==> src/rtl/csvft_pkg.sv <==
// csvft_pkg: constants, result kind codes and control/status structs
// for the CSV field tokenizer. No dependencies.
package csvft_pkg;

    // Default sizes
    localparam int HOLD_DEPTH_DEF       = 16;
    localparam int FIELD_COUNT_BITS_DEF = 16;

    // Fixed field widths
    localparam int BYTE_W   = 8;
    localparam int FNUM_W   = 16;

    // Special characters
    localparam logic [BYTE_W-1:0] CH_QUOTE = 8'h22;
    localparam logic [BYTE_W-1:0] CH_NL    = 8'h0A;
    localparam logic [BYTE_W-1:0] CH_COMMA = 8'h2C;
    localparam logic [BYTE_W-1:0] CH_SPACE = 8'h20;
    localparam logic [BYTE_W-1:0] CH_TAB   = 8'h09;
    localparam logic [BYTE_W-1:0] CH_CR    = 8'h0D;

    // Kind of result loaded into the output register
    localparam logic [1:0] KIND_FLUSH = 2'd0;  // held whitespace byte
    localparam logic [1:0] KIND_BYTE  = 2'd1;  // content byte
    localparam logic [1:0] KIND_CLOSE = 2'd2;  // field end from separator
    localparam logic [1:0] KIND_EOMC  = 2'd3;  // field end at end of message

    // Controller -> datapath
    typedef struct packed {
        logic       take;       // input item accepted this cycle
        logic       load;       // load a result into the output register
        logic [1:0] kind;       // which result
        logic       last;       // final result of this item
        logic       flush_adv;  // advance the hold buffer read index
    } ctl_cmd_t;

    // Datapath -> controller
    typedef struct packed {
        logic dec_emit;       // item emits a content byte
        logic dec_close;      // item is a separator that closes a field
        logic dec_eom;        // item ends the message
        logic held_nonempty;  // whitespace is held back
        logic out_free;       // output register can take a result
        logic flush_last;     // read index is at the last held byte
    } dp_stat_t;

endpackage

==> src/rtl/csvft_ctrl.sv <==
// csvft_ctrl: sequencer that accepts one item and walks through its results.
// Depends on csvft_pkg.
module csvft_ctrl
(
    input  logic                 clk,
    input  logic                 rst_n,
    input  logic                 in_valid,
    output logic                 in_stall,
    input  csvft_pkg::dp_stat_t  stat,
    output csvft_pkg::ctl_cmd_t  cmd
);

    localparam logic [2:0] S_IDLE  = 3'd0;
    localparam logic [2:0] S_FLUSH = 3'd1;
    localparam logic [2:0] S_BYTE  = 3'd2;
    localparam logic [2:0] S_CLOSE = 3'd3;
    localparam logic [2:0] S_EOMC  = 3'd4;

    logic [2:0] state_reg, state_next;
    logic       emit_f_reg, emit_f_next;
    logic       close_f_reg, close_f_next;
    logic       eom_f_reg, eom_f_next;

    // State and item flags
    always_ff @(posedge clk or negedge rst_n)
    begin
        if (!rst_n)
        begin
            state_reg   <= S_IDLE;
            emit_f_reg  <= 1'b0;
            close_f_reg <= 1'b0;
            eom_f_reg   <= 1'b0;
        end
        else
        begin
            state_reg   <= state_next;
            emit_f_reg  <= emit_f_next;
            close_f_reg <= close_f_next;
            eom_f_reg   <= eom_f_next;
        end
    end

    assign in_stall = (state_reg != S_IDLE);

    // Next state and commands
    always_comb
    begin
        state_next    = state_reg;
        emit_f_next   = emit_f_reg;
        close_f_next  = close_f_reg;
        eom_f_next    = eom_f_reg;
        cmd.take      = 1'b0;
        cmd.load      = 1'b0;
        cmd.kind      = csvft_pkg::KIND_BYTE;
        cmd.last      = 1'b0;
        cmd.flush_adv = 1'b0;

        case (state_reg)
            S_IDLE:
            begin
                cmd.take = in_valid;
                if (in_valid)
                begin
                    emit_f_next  = stat.dec_emit;
                    close_f_next = stat.dec_close;
                    eom_f_next   = stat.dec_eom;
                    if (stat.dec_emit && stat.held_nonempty)
                        state_next = S_FLUSH;
                    else if (stat.dec_emit)
                        state_next = S_BYTE;
                    else if (stat.dec_close)
                        state_next = S_CLOSE;
                    else if (stat.dec_eom)
                        state_next = S_EOMC;
                    else
                        state_next = S_IDLE;
                end
            end
            S_FLUSH:
            begin
                cmd.kind      = csvft_pkg::KIND_FLUSH;
                cmd.load      = stat.out_free;
                cmd.flush_adv = stat.out_free;
                if (stat.out_free && stat.flush_last)
                    state_next = S_BYTE;
            end
            S_BYTE:
            begin
                cmd.kind = csvft_pkg::KIND_BYTE;
                cmd.load = stat.out_free;
                cmd.last = !eom_f_reg;
                if (stat.out_free)
                    state_next = eom_f_reg ? S_EOMC : S_IDLE;
            end
            S_CLOSE:
            begin
                cmd.kind = csvft_pkg::KIND_CLOSE;
                cmd.load = stat.out_free;
                cmd.last = !eom_f_reg;
                if (stat.out_free)
                    state_next = eom_f_reg ? S_EOMC : S_IDLE;
            end
            S_EOMC:
            begin
                cmd.kind = csvft_pkg::KIND_EOMC;
                cmd.load = stat.out_free;
                cmd.last = 1'b1;
                if (stat.out_free)
                    state_next = S_IDLE;
            end
            default:
            begin
                state_next = S_IDLE;
            end
        endcase
    end

    // A content byte and a separator close never come from the same item
    a_emit_close_excl: assert property (@(posedge clk) disable iff (!rst_n)
        (state_reg != S_IDLE) |-> !(emit_f_reg && close_f_reg))
        else $error("emit and close flagged for one item");

    // Byte and flush states only serve items that emit content
    a_byte_needs_emit: assert property (@(posedge clk) disable iff (!rst_n)
        (state_reg == S_BYTE || state_reg == S_FLUSH) |-> emit_f_reg)
        else $error("content state without content item");

    // The end-of-message close is always reached through an eom item
    a_eomc_needs_eom: assert property (@(posedge clk) disable iff (!rst_n)
        (state_reg == S_EOMC) |-> eom_f_reg)
        else $error("eom close without eom item");

endmodule

==> src/rtl/csvft_dpath.sv <==
// csvft_dpath: parser state, byte decode, hold buffer memory, field counter
// and output register. Depends on csvft_pkg.
module csvft_dpath
#(
    parameter int HOLD_DEPTH       = csvft_pkg::HOLD_DEPTH_DEF,
    parameter int FIELD_COUNT_BITS = csvft_pkg::FIELD_COUNT_BITS_DEF
)
(
    input  logic                            clk,
    input  logic                            rst_n,
    input  logic [csvft_pkg::BYTE_W-1:0]    in_byte,
    input  logic                            end_of_message,
    input  csvft_pkg::ctl_cmd_t             cmd,
    output csvft_pkg::dp_stat_t             stat,
    input  logic                            out_stall,
    output logic                            out_valid,
    output logic [csvft_pkg::BYTE_W-1:0]    out_byte,
    output logic                            byte_valid,
    output logic                            field_end,
    output logic [csvft_pkg::FNUM_W-1:0]    field_number,
    output logic                            ws_overflow,
    output logic                            last_of_run
);

    localparam int HC_W  = $clog2(HOLD_DEPTH + 1);
    localparam int IDX_W = (HOLD_DEPTH > 1) ? $clog2(HOLD_DEPTH) : 1;

    // Parser state
    logic                        quoting_reg, quoting_next;
    logic                        afs_reg, afs_next;
    logic                        pend_reg, pend_next;
    logic                        cs_reg, cs_next;
    logic [HC_W-1:0]             held_count_reg, held_count_next;
    logic [FIELD_COUNT_BITS-1:0] fcnt_reg, fcnt_next;
    logic                        ovf_reg, ovf_next;
    logic [IDX_W-1:0]            idx_reg, idx_next;

    // Output register
    logic                        out_valid_reg, out_valid_next;
    logic [csvft_pkg::BYTE_W-1:0] obyte_reg, obyte_next;
    logic                        obv_reg, obv_next;
    logic                        ofe_reg, ofe_next;
    logic [csvft_pkg::FNUM_W-1:0] ofn_reg, ofn_next;
    logic                        oovf_reg, oovf_next;
    logic                        olast_reg, olast_next;

    // Captured content byte of the current item
    logic [csvft_pkg::BYTE_W-1:0] cbyte_reg;

    // Hold buffer
    logic [csvft_pkg::BYTE_W-1:0] hold_mem [HOLD_DEPTH];
    logic [csvft_pkg::BYTE_W-1:0] rd_data_reg;

    // Decode
    logic is_quote, is_sep, is_ws, q_eff, addc;
    logic d_emit, d_close, d_hold, d_ovf;
    logic [31:0] fcnt_ext;

    // Classify the incoming byte and work out the item's effect
    always_comb
    begin
        is_quote = (in_byte == csvft_pkg::CH_QUOTE);
        is_sep   = (in_byte == csvft_pkg::CH_COMMA) || (in_byte == csvft_pkg::CH_NL);
        is_ws    = (in_byte == csvft_pkg::CH_SPACE) ||
                   ((in_byte >= csvft_pkg::CH_TAB) && (in_byte <= csvft_pkg::CH_CR));
        // a pending quote followed by anything but a quote ends quoting
        q_eff    = quoting_reg && !pend_reg;

        addc         = 1'b0;
        d_emit       = 1'b0;
        d_close      = 1'b0;
        d_hold       = 1'b0;
        d_ovf        = 1'b0;
        quoting_next = q_eff;
        afs_next     = afs_reg;
        pend_next    = 1'b0;
        cs_next      = cs_reg;

        if (pend_reg && is_quote)
        begin
            addc         = 1'b1;            // doubled quote inside quotes
            quoting_next = quoting_reg;     // still quoting
        end
        else if (is_quote)
        begin
            if (!q_eff && !afs_reg)
                addc = 1'b1;                // literal quote mid-field
            else if (q_eff)
            begin
                pend_next = 1'b1;           // may close, decided by next byte
                afs_next  = 1'b0;
            end
            else
            begin
                quoting_next = 1'b1;        // opening quote
                afs_next     = 1'b0;
            end
        end
        else if (is_sep && !q_eff)
            d_close = 1'b1;
        else
            addc = 1'b1;

        if (addc)
        begin
            afs_next = 1'b0;
            if (is_ws)
            begin
                if (cs_reg)
                begin
                    if (held_count_reg < HC_W'(HOLD_DEPTH))
                        d_hold = 1'b1;
                    else
                        d_ovf = 1'b1;
                end
            end
            else
            begin
                d_emit  = 1'b1;
                cs_next = 1'b1;
            end
        end

        if (d_close || end_of_message)
        begin
            quoting_next = 1'b0;
            afs_next     = 1'b1;
            pend_next    = 1'b0;
            cs_next      = 1'b0;
        end
    end

    // Status to the controller
    always_comb
    begin
        stat.dec_emit      = d_emit;
        stat.dec_close     = d_close;
        stat.dec_eom       = end_of_message;
        stat.held_nonempty = (held_count_reg != '0);
        stat.out_free      = !out_valid_reg || !out_stall;
        stat.flush_last    = ((HC_W'(idx_reg) + HC_W'(1)) == held_count_reg);
    end

    assign fcnt_ext = 32'(fcnt_reg);

    // State updates
    always_comb
    begin
        held_count_next = held_count_reg;
        fcnt_next       = fcnt_reg;
        ovf_next        = ovf_reg;
        idx_next        = idx_reg;

        if (cmd.take)
        begin
            if (d_emit)
                held_count_next = held_count_reg;       // cleared after flush
            else if (d_close || end_of_message)
                held_count_next = '0;
            else if (d_hold)
                held_count_next = held_count_reg + HC_W'(1);
            if (d_ovf)
                ovf_next = 1'b1;
        end

        // flush index walks the held bytes, then returns to entry zero
        if (cmd.flush_adv)
        begin
            if (stat.flush_last)
            begin
                idx_next        = '0;
                held_count_next = '0;
            end
            else
                idx_next = idx_reg + IDX_W'(1);
        end

        // close results advance the counter, end of message restarts it
        if (cmd.load && cmd.kind == csvft_pkg::KIND_CLOSE)
        begin
            if (fcnt_reg != '1)
                fcnt_next = fcnt_reg + FIELD_COUNT_BITS'(1);
            ovf_next = 1'b0;
        end
        else if (cmd.load && cmd.kind == csvft_pkg::KIND_EOMC)
        begin
            fcnt_next = '0;
            ovf_next  = 1'b0;
        end
    end

    // Output register next values
    always_comb
    begin
        out_valid_next = out_valid_reg && out_stall;
        obyte_next     = obyte_reg;
        obv_next       = obv_reg;
        ofe_next       = ofe_reg;
        ofn_next       = ofn_reg;
        oovf_next      = oovf_reg;
        olast_next     = olast_reg;
        if (cmd.load)
        begin
            out_valid_next = 1'b1;
            ofn_next       = fcnt_ext[csvft_pkg::FNUM_W-1:0];
            oovf_next      = ovf_reg;
            olast_next     = cmd.last;
            case (cmd.kind)
                csvft_pkg::KIND_FLUSH:
                begin
                    obyte_next = rd_data_reg;
                    obv_next   = 1'b1;
                    ofe_next   = 1'b0;
                end
                csvft_pkg::KIND_BYTE:
                begin
                    // content byte comes from the captured item
                    obyte_next = cbyte_reg;
                    obv_next   = 1'b1;
                    ofe_next   = 1'b0;
                end
                default:
                begin
                    obyte_next = '0;
                    obv_next   = 1'b0;
                    ofe_next   = 1'b1;
                end
            endcase
        end
    end

    // Capture the byte of the accepted item
    always_ff @(posedge clk)
    begin
        if (cmd.take)
            cbyte_reg <= in_byte;
    end

    // Control registers
    always_ff @(posedge clk or negedge rst_n)
    begin
        if (!rst_n)
        begin
            quoting_reg    <= 1'b0;
            afs_reg        <= 1'b1;
            pend_reg       <= 1'b0;
            cs_reg         <= 1'b0;
            held_count_reg <= '0;
            fcnt_reg       <= '0;
            ovf_reg        <= 1'b0;
            idx_reg        <= '0;
            out_valid_reg  <= 1'b0;
        end
        else
        begin
            if (cmd.take)
            begin
                quoting_reg <= quoting_next;
                afs_reg     <= afs_next;
                pend_reg    <= pend_next;
                cs_reg      <= cs_next;
            end
            held_count_reg <= held_count_next;
            fcnt_reg       <= fcnt_next;
            ovf_reg        <= ovf_next;
            idx_reg        <= idx_next;
            out_valid_reg  <= out_valid_next;
        end
    end

    // Output payload registers
    always_ff @(posedge clk)
    begin
        obyte_reg <= obyte_next;
        obv_reg   <= obv_next;
        ofe_reg   <= ofe_next;
        ofn_reg   <= ofn_next;
        oovf_reg  <= oovf_next;
        olast_reg <= olast_next;
    end

    // Hold buffer: one write port, registered read at the next flush index
    always_ff @(posedge clk)
    begin
        if (cmd.take && d_hold && !end_of_message)
            hold_mem[held_count_reg[IDX_W-1:0]] <= in_byte;
        rd_data_reg <= hold_mem[idx_next];
    end

    assign out_valid    = out_valid_reg;
    assign out_byte     = obyte_reg;
    assign byte_valid   = obv_reg;
    assign field_end    = ofe_reg;
    assign field_number = ofn_reg;
    assign ws_overflow  = oovf_reg;
    assign last_of_run  = olast_reg;

    // Fill level never exceeds the buffer depth
    a_held_bound: assert property (@(posedge clk) disable iff (!rst_n)
        held_count_reg <= HC_W'(HOLD_DEPTH))
        else $error("hold buffer fill level out of range");

    // A held byte is only flushed when there is one
    a_flush_nonempty: assert property (@(posedge clk) disable iff (!rst_n)
        (cmd.load && cmd.kind == csvft_pkg::KIND_FLUSH) |-> (held_count_reg != '0))
        else $error("flush with empty hold buffer");

    // End of message restarts the field count
    a_eom_restart: assert property (@(posedge clk) disable iff (!rst_n)
        (cmd.load && cmd.kind == csvft_pkg::KIND_EOMC) |=> (fcnt_reg == '0))
        else $error("field counter not restarted at end of message");

    // A new result is loaded only when the output register can hold it
    a_load_free: assert property (@(posedge clk) disable iff (!rst_n)
        cmd.load |-> (!out_valid_reg || !out_stall))
        else $error("result loaded over a stalled result");

endmodule

==> src/rtl/csv_field_tokenizer_top.sv <==
// csv_field_tokenizer_top: streaming CSV field tokenizer, top level.
// Depends on csvft_pkg, csvft_ctrl and csvft_dpath.
//
//   channel | handshake           | payload
//   --------+---------------------+-----------------------------------------
//   input   | in_valid / in_stall | in_byte, end_of_message
//   output  | out_valid/out_stall | out_byte, byte_valid, field_end,
//           |                     | field_number, ws_overflow, last_of_run
//
// An item is accepted and then causes 0 to HOLD_DEPTH+2 results; the
// controller issues one result per cycle into a single output register
// while the output is not stalled, and held whitespace is read from the
// hold buffer memory one entry per cycle. in_stall is high while results
// of an item remain. rst_n is asynchronous, active low; no clearing pass
// follows it. A stalled output holds its result and pauses the sequencer.
module csv_field_tokenizer_top
#(
    parameter int HOLD_DEPTH       = csvft_pkg::HOLD_DEPTH_DEF,
    parameter int FIELD_COUNT_BITS = csvft_pkg::FIELD_COUNT_BITS_DEF
)
(
    input  logic                            clk,
    input  logic                            rst_n,
    input  logic                            in_valid,
    output logic                            in_stall,
    input  logic [csvft_pkg::BYTE_W-1:0]    in_byte,
    input  logic                            end_of_message,
    output logic                            out_valid,
    input  logic                            out_stall,
    output logic [csvft_pkg::BYTE_W-1:0]    out_byte,
    output logic                            byte_valid,
    output logic                            field_end,
    output logic [csvft_pkg::FNUM_W-1:0]    field_number,
    output logic                            ws_overflow,
    output logic                            last_of_run
);

    csvft_pkg::ctl_cmd_t cmd;
    csvft_pkg::dp_stat_t stat;

    csvft_ctrl u_ctrl
    (
        .clk      (clk),
        .rst_n    (rst_n),
        .in_valid (in_valid),
        .in_stall (in_stall),
        .stat     (stat),
        .cmd      (cmd)
    );

    csvft_dpath
    #(
        .HOLD_DEPTH       (HOLD_DEPTH),
        .FIELD_COUNT_BITS (FIELD_COUNT_BITS)
    )
    u_dpath
    (
        .clk            (clk),
        .rst_n          (rst_n),
        .in_byte        (in_byte),
        .end_of_message (end_of_message),
        .cmd            (cmd),
        .stat           (stat),
        .out_stall      (out_stall),
        .out_valid      (out_valid),
        .out_byte       (out_byte),
        .byte_valid     (byte_valid),
        .field_end      (field_end),
        .field_number   (field_number),
        .ws_overflow    (ws_overflow),
        .last_of_run    (last_of_run)
    );

endmodule
==> config.mk <==
export PLATFORM = sky130hd
export DESIGN_NAME = csv_field_tokenizer_top
export DESIGN_NICKNAME = d
export VERILOG_FILES = /design/src/rtl/csvft_pkg.sv /design/src/rtl/csvft_ctrl.sv /design/src/rtl/csvft_dpath.sv /design/src/rtl/csv_field_tokenizer_top.sv
export SDC_FILE = /design/constraint.sdc
export NUM_CORES = 1
export LEC_CHECK = 0
export BUFFER_PORTS_ARGS = -buffer_cell sky130_fd_sc_hd__buf_2
export CORE_MARGIN = 1
export CORE_UTILIZATION = 25
export DETAILED_ROUTE_END_ITERATION = 12
export GPL_TIMING_DRIVEN = 0
export PLACE_DENSITY = 0.38
export SETUP_SLACK_MARGIN = 0.02
export SKIP_LAST_GASP = 1
export SYNTH_ARGS = -nofsm -noshare
export SYNTH_HDL_FRONTEND = slang
export SYNTH_SLANG_ARGS = --single-unit
export TNS_END_PERCENT = 30
==> constraint.sdc <==
create_clock -name clk -period 3.5 [get_ports clk]
set_input_delay 0.7 -clock clk [delete_from_list [all_inputs] [get_ports clk]]
set_output_delay 0.7 -clock clk [all_outputs]
set_load 0.1 [all_outputs]
==> Word level (Yosys, flattened, before mapping) <==
Memory sizes are Yosys's and may differ from the RTL's. A register that Yosys moved wholly into a read port is not among the register bits.
Cells that the tools add are included.
{ "totals": {"inputBits": 13, "register_bits": 71, "out_inout_bits": 30, "elab_cells": 158, "ram_bits": 128, "n_memories": 1} }
{ "classes": {"n_addsub": 4, "reduce_logical": 41, "n_lt_le_gt_ge": 3, "n_eq_ne": 22, "mux": 69} }
{ "memory_table": {"columns": ["memory", "depth", "width", "rd", "rd_ports_with_merged_regs", "wr", "line", "rtl"], "rows": [
  ["u_dpath.hold_mem", 16, 8, 1, 1, 1, "csvft_dpath.sv:51", "logic [csvft_pkg::BYTE_W-1:0] hold_mem [HOLD_DEPTH];"]
]} }
{ "op_table": {"columns": ["op", "count"], "rows": [
  ["$mux W16", 3],
  ["$mux W1", 45],
  ["$mux W5", 6],
  ["$mux W3", 9],
  ["$eq A8 B6 Y1 const B", 3],
  ["$pmux W3 S4", 2],
  ["$add A16 B1 Y16 const B", 1],
  ["$ne A16 B16 Y1 const B", 1],
  ["$pmux W8 S2", 1],
  ["$logic_and A1 B1 Y1", 12],
  ["$reduce_bool A3 Y1", 4],
  ["$eq A8 B4 Y1 const B", 1],
  ["$ge A8 B4 Y1 const B", 1],
  ["$le A8 B4 Y1 const B", 1],
  ["$mux W4", 2],
  ["$ne A2 B2 Y1 const B", 4],
  ["$reduce_and A2 Y1", 4],
  ["$reduce_and A4 Y1", 2],
  ["$logic_not A1 Y1", 7],
  ["$eq A3 B2 Y1 const B", 2],
  ["$ne A2 B1 Y1 const B", 3],
  ["$ne A3 B2 Y1 const B", 2],
  ["$add A4 B1 Y5 const B", 1],
  ["$add A5 B1 Y5 const B", 1],
  ["15 further kinds", 21]
]} }

==> Logic depth before layout (Yosys ltp) <==
Gate-level depths: netlist (run 1).
{ "depth": {"depth_word": 14, "ltp_mapped": 11, "depth_no_buf": 9} }

==> Cells and area by module <==
Synthesis (run 1) repeated with hierarchy kept, for this count alone.
{ "hier_totals": {"hier_cells": 799, "hier_area_um2": 9808.2} }
{ "by_module_without_submodules": {"columns": ["module", "cells_each", "seq_area_each_um2", "area_per_inst_um2", "instances"], "rows": [
  ["csvft_dpath", 763, 5861.9, 9509.1, 1],
  ["csvft_ctrl", 36, 100.1, 299.0, 1]
]} }

==> Worst setup path after synthesis (run 1) <==
No wires, ideal clock.
{ "synth_timing": {"path_kind": "flip-flop to flip-flop", "start": "register u_ctrl.state_reg[0]", "end": "register u_dpath.obv_reg, in the netlist u_dpath.byte_valid (enable)", "setup_slack_ns": 0.265, "path_stages_with_launch": 6, "arrival_time_ns": 2.813, "t_required_ns": 3.078, "setup_ns": 0.422, "n_path_buf": 1, "synth_period_minus_slack_ns": 3.235, "cell_sequence": "dfrtp_1 -> buf_2 -> nor3_1 -> inv_1 -> nand2_1 -> a21oi_1"} }
{ "synth_lines": {"columns": ["item", "line", "rtl"], "rows": [
  ["from (decl)", "csvft_ctrl.sv:19", "logic [2:0] state_reg, state_next;"],
  ["from (signal assigned)", "csvft_ctrl.sv:36", "state_reg <= state_next;"],
  ["to (signal assigned)", "csvft_dpath.sv:275", "obv_reg <= obv_next;"],
  ["to (decl)", "csvft_dpath.sv:41", "logic obv_reg, obv_next;"]
]} }

==> Worst setup path after layout (run 1) <==
{ "layout_timing": {"start": "register u_dpath.idx_reg[1]", "end": "register u_dpath.rd_data_reg[2] (netlist name) (read register of u_dpath.hold_mem)"} }
{ "layout_via": {"elab_chain_len": 4, "word_cells_on_any_way": 5, "classes_between": "add/sub (2); eq/ne (1); mux (2)"} }
{ "layout_rtl": {"columns": ["item", "line", "rtl"], "rows": [
  ["from (decl)", "csvft_dpath.sv:36", "logic [IDX_W-1:0] idx_reg, idx_next;"],
  ["from (signal assigned)", "csvft_dpath.sv:266", "idx_reg <= idx_next;"],
  ["$add A4 B1 Y5", "csvft_dpath.sv:141", "stat.flush_last = ((HC_W'(idx_reg) + HC_W'(1)) == held_count_reg);"],
  ["$eq A5 B5 Y1", "csvft_dpath.sv:141", null],
  ["$mux W4", "csvft_dpath.sv:169", "if (stat.flush_last)"],
  ["$mux W4 *", "csvft_dpath.sv:167", "if (cmd.flush_adv)"],
  ["net u_dpath.idx_next[1]", "csvft_dpath.sv:36", null],
  ["to (decl)", "csvft_dpath.sv:52", "logic [csvft_pkg::BYTE_W-1:0] rd_data_reg;"]
]} }
Mark *: on every way through the listed nets, which the timed path passes. The rest lies on a longest branch.
A chain may end at the register's enable or synchronous reset.

==> flow_summary.json, run 1 <==
{
  "powerDensity_nw_per_um2": 873,
  "power_frac_clock": 0.311,
  "netlist_area_sq_um": 9080,
  "crit_type": "reg -> reg",
  "die_h_um": 193,
  "syn-num-nets": 706,
  "layout_commonest_cell": "edfxtp_1",
  "port_buffers": 42,
  "diodes": 0,
  "p_switching_mw": 3.70,
  "avgSynthCellArea_sq_um": 13.2,
  "top_level_ports": 43,
  "violations": "design-rule violations",
  "grt_max_degree": 36,
  "grt_setup_unrepaired": "no",
  "arrival_ns": 3.65,
  "cts_tree": "built",
  "dr.pass1.iters": 9,
  "fmax_ghz": 0.305,
  "cts-buffers-inserted": 24,
  "path_clk_slew_ns": 0.06,
  "period_share": 0.938,
  "muxShareOfSynthArea": 0.0349,
  "drc": 8,
  "route.met2.wl_um": 11500,
  "worstMarginPinSlew_ns": 1.01,
  "top_layer_used": "met4",
  "drt_wl_total_um": 23800,
  "cp.required_ns": 3.86,
  "routedWlPerCell_um": 19.3,
  "pre_cts_slack_ns": -0.385,
  "via_per_inst": 4.77,
  "seqPwrFrac": 0.329,
  "layout-drive-gt1-share": 0.180,
  "design.core.area_sq_um": 35700,
  "final_util": 0.306,
  "dieArea_sq_um": 37100,
  "num_rows": 69,
  "post-route-worst-setup-slack_ns": 0.218,
  "yosysUniqueCellTypes": 66,
  "hp-class": "in -> async",
  "fillCellCount": 3594,
  "hold_viol_final": 0,
  "wl_met1_um": 10800,
  "ys_ff_latch": 207,
  "grtUsageTotal": 0.129,
  "status": "complete, but fails checks",
  "synthAdderAreaFrac": 0.00827,
  "synth.top_cell.area_share": 0.542,
  "ir_drop_mv": 0.296,
  "synth_compound_area_frac": 0.126,
  "htree_levels": 1,
  "dp_hpwl_um": 16500,
  "critPathMaxFanout": 10,
  "largest_reg_flops": 128,
  "final-setup-viol-count": 0,
  "vias": 5887,
  "yosys.area_share.simple": 0.130,
  "area.growth.synth_to_final_pct": 20.2,
  "finalClockSkew_ns": 0.0238,
  "synth-xor-area-share": 0.0172,
  "p_sw_frac": 0.388,
  "cp-end-kind": "register",
  "period_minus_slack_ns": 3.28,
  "grt_pass1_vias": 5890,
  "synthCells": 687,
  "intPower_mw": 5.84,
  "cts-root-buf": "clkbuf_16",
  "relSlewSlack": 0.322,
  "grt_pass1_wl_um": 35500,
  "cts_num_sinks": 207,
  "clock_path_buffers": 3,
  "grt_overflow": 0,
  "detail-route-antenna-nets": 0,
  "netlist_top_cells_area": "edfxtp_1, dfrtp_1, and3_1",
  "slew_violations": 0,
  "insertion_delay_ns": 0.53,
  "nNetsFinal": 774,
  "ys.warnings.count": 0,
  "synth_top_family_by_area": "simple AND/OR/NAND/NOR gates",
  "final_cell_mix": "edfxtp_1, buf_2, nand2_1",
  "ys.flop_type": "edfxtp_1",
  "maxCapViolCount": 0,
  "start_util": 0.255,
  "drtIter0Drc": 311,
  "critPathLaunchType": "register",
  "routed-wl-met3_um": 1000,
  "synth_edf_count": 164,
  "die_w_um": 193,
  "antenna_found_initial": 0,
  "place.gp.congestion": 0.815,
  "leakage_nw": 4.03,
  "postCtsSetupBuffers": 0,
  "yosys.area.top_type": "edfxtp_1",
  "async_reset_ff_frac": 0.169,
  "ys_seq_area_frac": 0.656,
  "pwr-share-comb": 0.360
}
==> routing by layer <==
metal  track usage  vias to the layer above
met3        0.0213                       34
met5             0                        -
li1              -                     2799
met4        0.0400                        0
met1         0.167                     2935
met2         0.217                      119
==> stage by stage <==
step | std cells | instance area [sq um] | setup TNS (ns) | total power, mW | hold slack (ns)
2_1_floorplan | 687 | 9080 | 0 | 5.75 | 0.404
3_3_place_gp | 1190 | 9870 | -34.01 | 6.56 | 0.450
3_5_place_dp | 1190 | 9880 | -35.50 | 6.59 | 0.449
4_1_cts | 1234 | 10900 | -0.00836 | 9.60 | 0.330
5_1_grt | 1234 | 10900 | 0 | 9.96 | 0.352
6_report | 1234 | 10900 | 0 | 9.53 | 0.307
==> worst max-delay path: stages, from the launching register on <==
cell and delay [ns]:
dfrtp_1 0.44, ha_1 0.26, buf_2 0.23, nand3b_1 0.15, a221oi_4 0.40, o2111ai_2 0.31
nand2_2 0.25, inv_2 0.11, buf_4 0.19, a211o_1 0.24, a32oi_1 0.35, o211ai_1 0.19
==> power by group through the flow <==
stage,sequential [mW],clock [mW],combinational [mW]
after floorplan,4.28,0,1.48
after global placement,3.19,0,3.36
after detailed placement,3.20,0,3.39
after CTS,3.14,3.04,3.41
after global routing,3.17,3.14,3.65
final,3.14,2.97,3.43
==> timing repair <==
action                     CTS  global route
hold buffers                 0             0
setup endpoints to repair    7            40
gates cloned                 0             0
resized for setup            3            12
==> path summary, 6_finish.rpt <==
kind	startpoint	endpoint	slack (ns)	depth (start not counted)
setup / recovery	u_dpath.idx_reg[1]$_DFF_PN0_	u_dpath.rd_data_reg[2]$_DFF_P_	0.22	11
hold / removal	rst_n	u_dpath.idx_reg[1]$_DFF_PN0_	0.31	1
setup reg to reg	u_dpath.idx_reg[1]$_DFF_PN0_	u_dpath.rd_data_reg[2]$_DFF_P_	0.22	11
hold reg to reg	u_dpath.ovf_reg$_DFFE_PN0P_	u_dpath.ws_overflow$_DFFE_PP_	0.48	0
max in group asynchronous	rst_n	u_ctrl.state_reg[1]$_DFFE_PN0P_	2.61	1
min in group clk	u_dpath.ovf_reg$_DFFE_PN0P_	u_dpath.ws_overflow$_DFFE_PP_	0.48	0
==> Yosys cell counts (8+ instances only) <==
master,instances
nor3_1,10
o31ai_1,11
a22o_1,9
nor2_1,25
a31oi_1,11
clkbuf_1,19
and2_1,19
o21ai_0,21
dfrtp_1,34
buf_2,11
nand3_1,25
inv_1,15
nand2_1,47
xnor2_1,10
edfxtp_1,164
and3_1,45
a211o_1,27
o211ai_1,26
mux2_2,13
mux2i_1,17
a32oi_1,9
dfxtp_1,8
a21oi_1,20
==> cell type report <==
class	count	area (sq um)	area share
Buffer	39	186	0.0171
Clock buffer	26	628	0.0575
Clock inverter	18	333	0.0305
Inverter	16	60.1	0.00550
Multi-Input combinational cell	425	2960	0.271
Sequential cell	207	5960	0.546
Tap cell	461	577	0.0528
Timing Repair Buffer	42	210	0.0193
==> kinds of logic (layout without fill, tap and decap cells) <==
kind of cell	Yosys count	count (layout)
and+or+nand+nor	215	215
xor gates and xnor gates	17	17
adders and majority gates	6	6
buffers and inverters	55	141
DFF	207	207
AOI/OAI and AO/OA	157	157
muxes	30	30
No activity file was read; power rests on OpenSTA's default activity.
==> inputs of run 2 (changes only) <==
Settings changed: CAP_MARGIN from default to 20, CELL_PAD_IN_SITES_DETAIL_PLACEMENT from default to 2, CELL_PAD_IN_SITES_GLOBAL_PLACEMENT from default to 2, PLACE_DENSITY 0.38 to 0.49.
==> flow_summary.json, run 2 (same netlist as run 1, synthesis figures left out) <==
{
  "path_clk_slew_ns": 0.06,
  "grt_setup_unrepaired": "yes",
  "pwr-share-comb": 0.383,
  "relSlewSlack": 0.371,
  "via_per_inst": 4.85,
  "grt_max_degree": 36,
  "start_util": 0.255,
  "seqPwrFrac": 0.339,
  "cts-buffers-inserted": 27,
  "slew_violations": 0,
  "die_w_um": 193,
  "grt_pass1_wl_um": 41900,
  "stdcell_area_sq_um": 10800,
  "hp-class": "in -> async",
  "design.core.area_sq_um": 35700,
  "hold_viol_final": 0,
  "busiest_layer": "met2",
  "period_share": 0.960,
  "cts_num_sinks": 207,
  "nNetsFinal": 779,
  "drtIter0Drc": 232,
  "hold-worst-slack_ns": 0.289,
  "layout-drive-gt1-share": 0.174,
  "cp-end-kind": "register",
  "drt_wl_total_um": 27500,
  "critPathLaunchType": "register",
  "place.gp.congestion": 0.742,
  "grtUsageTotal": 0.152,
  "p_switching_mw": 3.85,
  "die_h_um": 193,
  "ir_drop_mv": 0.380,
  "ctsHoldBuffers": 0,
  "worstMarginPinSlew_ns": 0.943,
  "dieArea_sq_um": 37100,
  "cts-root-buf": "clkbuf_16",
  "violations": "design-rule violations",
  "port_buffers": 42,
  "detail-route-antenna-nets": 0,
  "arrival_ns": 3.76,
  "intPower_mw": 5.42,
  "critPathMaxFanout": 10,
  "area.growth.synth_to_final_pct": 19.1,
  "cts_tree": "built",
  "period_minus_slack_ns": 3.36,
  "finalClockSkew_ns": 0.0173,
  "dp_hpwl_um": 19000,
  "antenna_found_initial": 0,
  "status": "complete, but fails checks",
  "reg2reg_slack_ns": 0.14,
  "rr_worst_depth": 10,
  "power_frac_clock": 0.278,
  "clock_path_buffers": 3,
  "cp.required_ns": 3.90,
  "num_rows": 69,
  "layout.area.seq_sq_um": 5960,
  "htree_levels": 1,
  "layout_commonest_cell": "edfxtp_1",
  "insertion_delay_ns": 0.56,
  "grt_overflow": 0,
  "multi_input_area_sq_um": 2980,
  "crit_type": "reg -> reg",
  "powerDensity_nw_per_um2": 857,
  "diodes": 0,
  "use_met3": 0.0231,
  "grt_pass1_vias": 6573,
  "leakage_nw": 3.96,
  "fillCellCount": 3753,
  "place_area_sq_um": 9900,
  "final_cell_mix": "edfxtp_1, buf_2, nand2_1",
  "met2_usage": 0.246,
  "maxCapViolCount": 0,
  "routedWlPerCell_um": 22.2,
  "drc": 7,
  "dr.pass1.iters": 8,
  "largest_reg_flops": 128,
  "vias": 6003,
  "final-setup-viol-count": 0,
  "grt_use_met1": 0.206,
  "p_sw_frac": 0.415,
  "top_level_ports": 43,
  "fmax_ghz": 0.298
}
[run 2: final timing paths]
| check | end | startpoint |
|---|---|---|
| max | u_dpath.rd_data_reg[0]$_DFF_P_ | u_dpath.idx_reg[1]$_DFF_PN0_ |
| min reg2reg | u_dpath.ws_overflow$_DFFE_PP_ | u_dpath.ovf_reg$_DFFE_PN0P_ |
| min | u_dpath.idx_reg[2]$_DFF_PN0_ | rst_n |
| max reg2reg | u_dpath.rd_data_reg[0]$_DFF_P_ | u_dpath.idx_reg[1]$_DFF_PN0_ |
| max in group asynchronous | u_dpath.fcnt_reg[15]$_DFFE_PN0P_ | rst_n |
| min in group clk | u_ctrl.eom_f_reg$_DFFE_PN0P_ | end_of_message |
[run 2: routing by layer]
layer	up-vias	part of all wire
met2	78	0.47
met1	3070	0.47
met4	0	0.033
met5	-	0
met3	46	0.027
li1	2809	-
[run 2: area by class of cell]
class                      instances  share of cell area
sequential                       207               0.551
timing repair buffer              44              0.0218
inverter                          16             0.00555
multi-input combinational        425               0.276
buffer                            39              0.0175
clock inverter                     9             0.00787
tap                              461              0.0533
clock buffer                      37              0.0669
[run 2: power groups by stage]
stage | Combinational [mW] | Clock, mW | Sequential [mW]
after detailed placement | 3.53 | 0 | 3.20
after global placement | 3.43 | 0 | 3.20
after CTS | 3.58 | 2.67 | 3.15
after global routing | 3.80 | 2.75 | 3.18
after floorplan | 1.48 | 0 | 4.28
final | 3.55 | 2.58 | 3.14
[run 2: what timing repair did]
action	4_1_cts	5_1_grt
pin swaps	0	0
gates resized for setup	10	11
endpoints found under the setup margin	24	66
setup buffers	0	0
[run 2: through the flow]
step	power, mW	setup WS [ns]	util	TNS (ns)	instances
floorplan	5.75	0.265	-	0	687
global placement	6.63	-0.507	0.277	-54.50	1190
detailed placement	6.73	-0.599	0.278	-57.40	1191
CTS	9.40	0.0220	0.302	0	1237
global route	9.73	-0.0539	0.303	-0.705	1238
finish	9.27	0.140	0.303	0	1238
[run 2: critical path: stages, from the launching register on]
cell	delay, ns
dfrtp_1	0.42
ha_1	0.28
buf_2	0.26
nand3b_1	0.15
a221oi_4	0.45
o211a_2	0.36
buf_2	0.27
o32a_2	0.30
a31oi_1	0.11
a32oi_1	0.42
o211ai_1	0.18
